[src/sv/lzwe_pkg.sv]
`timescale 1ns / 1ps
`default_nettype none
package lzwe_pkg;

    localparam int DICT_ENTRIES_DEF = 4096;
    localparam int STRING_SLOTS_DEF = 32;
    localparam int CODE_OUT_W = 12;
    localparam logic [CODE_OUT_W-1:0] PAD_CODE = 12'hFFF;
    localparam int ROOT_COUNT = 256;

    typedef enum logic [2:0] {
        ST_CLEAR,
        ST_IDLE,
        ST_DECIDE,
        ST_PROBE,
        ST_CMP
    } state_t;

    typedef struct packed {
        logic clr_start;
        logic clr_step;
        logic load_in;
        logic start_str;
        logic emit;
        logic emit_end;
        logic probe_init;
        logic probe_next;
        logic hit;
        logic learn;
    } cmd_t;

    typedef struct packed {
        logic kind;
        logic len_zero;
        logic len_max;
        logic pend_valid;
        logic ob_free;
        logic rd_empty;
        logic rd_match;
        logic clr_done;
    } status_t;

endpackage
`default_nettype wire

[src/sv/lzwe_ctrl.sv]
`timescale 1ns / 1ps
`default_nettype none
module lzwe_ctrl (
    input  wire              clk,
    input  wire              rst_n,
    input  wire              in_valid,
    output logic             in_ready,
    input  lzwe_pkg::status_t st,
    output lzwe_pkg::cmd_t    cmd
);

    lzwe_pkg::state_t state_reg;
    lzwe_pkg::state_t state_next;
    logic emit_ok;

    always_ff @(posedge clk or negedge rst_n)
    begin
        if (!rst_n)
        begin
            state_reg <= lzwe_pkg::ST_CLEAR;
        end
        else
        begin
            state_reg <= state_next;
        end
    end

    always_comb
    begin
        state_next = state_reg;
        cmd = '0;
        in_ready = 1'b0;
        emit_ok = !st.pend_valid || st.ob_free;
        case (state_reg)
            lzwe_pkg::ST_CLEAR:
            begin
                cmd.clr_step = 1'b1;
                if (st.clr_done)
                begin
                    state_next = lzwe_pkg::ST_IDLE;
                end
            end
            lzwe_pkg::ST_IDLE:
            begin
                in_ready = 1'b1;
                if (in_valid)
                begin
                    cmd.load_in = 1'b1;
                    state_next = lzwe_pkg::ST_DECIDE;
                end
            end
            lzwe_pkg::ST_DECIDE:
            begin
                if (st.kind)
                begin
                    if (st.len_zero)
                    begin
                        cmd.clr_start = 1'b1;
                        state_next = lzwe_pkg::ST_CLEAR;
                    end
                    else if (st.ob_free)
                    begin
                        cmd.emit = 1'b1;
                        cmd.emit_end = 1'b1;
                        cmd.clr_start = 1'b1;
                        state_next = lzwe_pkg::ST_CLEAR;
                    end
                end
                else if (st.len_zero)
                begin
                    cmd.start_str = 1'b1;
                    state_next = lzwe_pkg::ST_IDLE;
                end
                else if (st.len_max)
                begin
                    if (emit_ok)
                    begin
                        cmd.emit = 1'b1;
                        cmd.start_str = 1'b1;
                        state_next = lzwe_pkg::ST_IDLE;
                    end
                end
                else
                begin
                    cmd.probe_init = 1'b1;
                    state_next = lzwe_pkg::ST_PROBE;
                end
            end
            lzwe_pkg::ST_PROBE:
            begin
                state_next = lzwe_pkg::ST_CMP;
            end
            lzwe_pkg::ST_CMP:
            begin
                if (st.rd_match)
                begin
                    cmd.hit = 1'b1;
                    state_next = lzwe_pkg::ST_IDLE;
                end
                else if (st.rd_empty)
                begin
                    if (emit_ok)
                    begin
                        cmd.emit = 1'b1;
                        cmd.learn = 1'b1;
                        cmd.start_str = 1'b1;
                        state_next = lzwe_pkg::ST_IDLE;
                    end
                end
                else
                begin
                    cmd.probe_next = 1'b1;
                    state_next = lzwe_pkg::ST_PROBE;
                end
            end
            default:
            begin
                state_next = lzwe_pkg::ST_CLEAR;
            end
        endcase
    end

endmodule
`default_nettype wire

[config.mk]
export PLATFORM = sky130hd
export DESIGN_NAME = lzwe_ctrl
export DESIGN_NICKNAME = d
export VERILOG_FILES = /design/src/sv/lzwe_pkg.sv /design/src/sv/lzwe_ctrl.sv
export SDC_FILE = /design/constraint.sdc
export NUM_CORES = 1
export LEC_CHECK = 0
export CAP_MARGIN = 10
export CORE_AREA = 8 8 45 47
export CTS_BUF_LIST = sky130_fd_sc_hd__clkbuf_2 sky130_fd_sc_hd__clkbuf_4 sky130_fd_sc_hd__clkbuf_8
export CTS_CLUSTER_DIAMETER = 30
export DETAILED_ROUTE_END_ITERATION = 10
export DIE_AREA = 0 0 53 55
export DONT_BUFFER_PORTS = 1
export PLACE_DENSITY = 0.42
export SKIP_LAST_GASP = 1
export SYNTH_ARGS = -nofsm -noshare
export SYNTH_HDL_FRONTEND = slang
export SYNTH_SLANG_ARGS = --single-unit
[constraint.sdc]
create_clock -name clk -period 3.15 [get_ports clk]
set_clock_uncertainty 0.15 [all_clocks]
set_input_delay 0.1575 -clock clk [delete_from_list [all_inputs] [get_ports clk]]
set_output_delay 0.1575 -clock clk [all_outputs]
set_load 0.02 [all_outputs]
==> flow_summary.json <==
{
  "outcome": "finished, final reports clean",
  "drv_slew": 0,
  "intPower_uw": 175,
  "overflow": 0,
  "dr_total_vias": 388,
  "die_w_um": 53,
  "yosysTopAreaCell": "dfrtp_1",
  "pwr-share-seq_pct": 24.9,
  "htreeDepth": 1,
  "finalSetupViolCount": 0,
  "timing.fmax_mhz": 457,
  "die_y_um": 55,
  "io_buffers": 0,
  "min_period_ns": 2.19,
  "r2r_slack_ns": 0.99,
  "drtIter0Drc": 13,
  "hold_violations": 0,
  "worstSetupEndpointType": "primary output",
  "area_growth_pct": 25.6,
  "die_area_um2": 2920,
  "drc_errors": 0,
  "synth.avg_cell_area_um2": 7.56,
  "nets": 63,
  "hpwl_um": 833,
  "tightest_slew_ns": 0.685,
  "dp_slack_ns": 1.20,
  "synthArstFlopShare_pct": 100,
  "finalWirelength_um": 1090,
  "postCtsHoldBufs": 4,
  "syn_area_um2": 333,
  "hp-class": "in2async",
  "start_util_pct": 24.1,
  "ys_types": 28,
  "power_frac_comb_pct": 52.3,
  "sw_frac_of_total_pct": 46.0,
  "p_leak_uw": 0.000174,
  "critPathTopFamily": "simple AND/OR/NAND/NOR gates",
  "setup_ws_ns": 0.964,
  "clock_latency_ns": 0.23,
  "yosys.area.top_type_share_pct": 22.6,
  "cpMaxStageDelayCell": "nor3_1",
  "antenna_found_initial": 0,
  "grt_max_degree": 10,
  "grt_pass1_vias": 383,
  "ys_seq_area_share_pct": 22.6,
  "critPathMaxFanout": 7,
  "grt_pass1_wl_um": 1660,
  "routabilityCongestion": 0.808,
  "clockBufferDepth": 2,
  "yosysWarnings": 0,
  "post_cts_buffers": 0,
  "crit_type": "reg2out",
  "clock-sinks": 3,
  "yosys_register_bits": 3,
  "critPathBufInv": 0,
  "holdWs_ns": 0.0346,
  "setup-tns-final_ns": 0,
  "synth_top_flop_cell": "dfrtp_1",
  "drt.antenna.violating_nets": 0,
  "ios": 22,
  "clk_pin_slew_ns": 0.04,
  "maxSlewHeadroom_pct": 54.0,
  "diodes": 0,
  "cts_buffers": 3,
  "synth_nets": 55,
  "utilization_pct": 30.2,
  "worstPathArrival_ns": 1.88,
  "p_sw_uw": 149,
  "wire_per_inst_um": 16.3,
  "path_cells": "nand4b_1 > nor3_1 > o21bai_1",
  "vias_per_cell": 5.79,
  "startpoint_type": "register",
  "synthesis.instances": 44,
  "synth_area_leaders": "dfrtp_1, nor4b_4, nor2_1",
  "crit_required_ns": 2.84,
  "core_area_um2": 1380,
  "synth-edff-count": 0,
  "post_cts_resized": 0,
  "cap_violations": 0,
  "drive_above_1_share_pct": 15.7,
  "crit_path_max_incr_delay_ns": 0.57,
  "first_pass_iters": 4,
  "clkPwrFrac_pct": 22.7,
  "vdd_ir_drop_max_uv": 159,
  "rsz0062_at_grt": "no",
  "cts_tree": "yes",
  "fin_crit_sh_pct": 69.4,
  "core.rowCount": 14,
  "largest_reg_flops": 3,
  "grtUsageTotal_pct": 7.71,
  "root_buffer": "clkbuf_4",
  "cellPowerDensity_nw_per_um2": 777,
  "finalPower_uw": 325
}
-- worst register-to-register path: cells and delay by family (launching register included) --
kind            cells  cell delay (ns)
simple gates        1             0.22
flops               1             0.46
buf+inv             1             0.57
compound gates      2             0.63
-- synthesized netlist by cell type (all sizes together) (2+ instances only) --
| master | instances |
|---|---|
| nor2 | 5 |
| inv | 4 |
| a21oi | 3 |
| dfrtp | 3 |
| nand2 | 3 |
| nor2b | 3 |
| and2b | 2 |
| and3 | 2 |
| nand3 | 2 |
| nor3 | 2 |
-- layout by cell type (no fill, tap or decap), types with 2 or more instances in the layout --
| cell type | Yosys | final |
|---|---|---|
| clkbuf_4 | 0 | 4 |
| nand2_1 | 2 | 2 |
| inv_1 | 3 | 3 |
| a21oi_1 | 3 | 3 |
| nand3_1 | 2 | 2 |
| nor2b_1 | 2 | 2 |
| and3_1 | 2 | 2 |
| dlygate4sd3_1 | 0 | 4 |
| nor2_1 | 5 | 5 |
| nor3_1 | 2 | 2 |
| dfrtp_1 | 3 | 3 |
| and2b_1 | 2 | 2 |
-- stage by stage --
stage / instance area (µm²) / instances
after floorplan: 333 / 44
after global placement: 348 / 59
after detailed placement: 348 / 59
after CTS: 418 / 67
after global routing: 418 / 67
final: 418 / 67
-- worst paths after layout --
check,from,endpoint,cells after the start
max reg2reg,state_reg[0],state_reg[1],4
max in group asynchronous,rst_n,state_reg[1],1
max,state_reg[0],cmd[5],3
min,rst_n,state_reg[0],1
min reg2reg,state_reg[1],state_reg[2],1
min in group clk,in_valid,state_reg[0],2
-- power groups by stage --
stage | sequential, µW | clock [µW] | combinational [µW]
2_1_floorplan | 68.1 | 0 | 142
3_3_place_gp | 82.3 | 0 | 158
3_5_place_dp | 80.9 | 0 | 156
4_1_cts | 80.5 | 76.8 | 170
5_1_grt | 84.5 | 80.2 | 187
6_report | 81.0 | 73.8 | 170
-- layout make-up --
type	count	area, µm²
Clock buffer	4	30.0
Fill cell	158	966
Inverter	4	15.0
Multi-Input combinational cell	36	238
Sequential cell	3	75.1
Tap cell	16	20.0
Timing Repair Buffer	4	40.0
-- cells by family after synthesis --
group | after synthesis | share of synthesized area, %
flops | 3 | 22.6
buf+inv | 5 | 6.01
simple gates | 23 | 44.0
compound gates | 13 | 27.4
-- metal layers --
metal | share of wire, % | track usage (%) | vias up | wire length (µm)
met1 | 45 | 9.74 | 186 | 492
met4 | 0.64 | 5.17 | 0 | 7
met5 | 0 | 0 | - | 0
li1 | - | - | 178 | -
met2 | 45 | 10.4 | 22 | 486
met3 | 9.6 | 3.21 | 2 | 105
(Power assumes the default switching activity.)
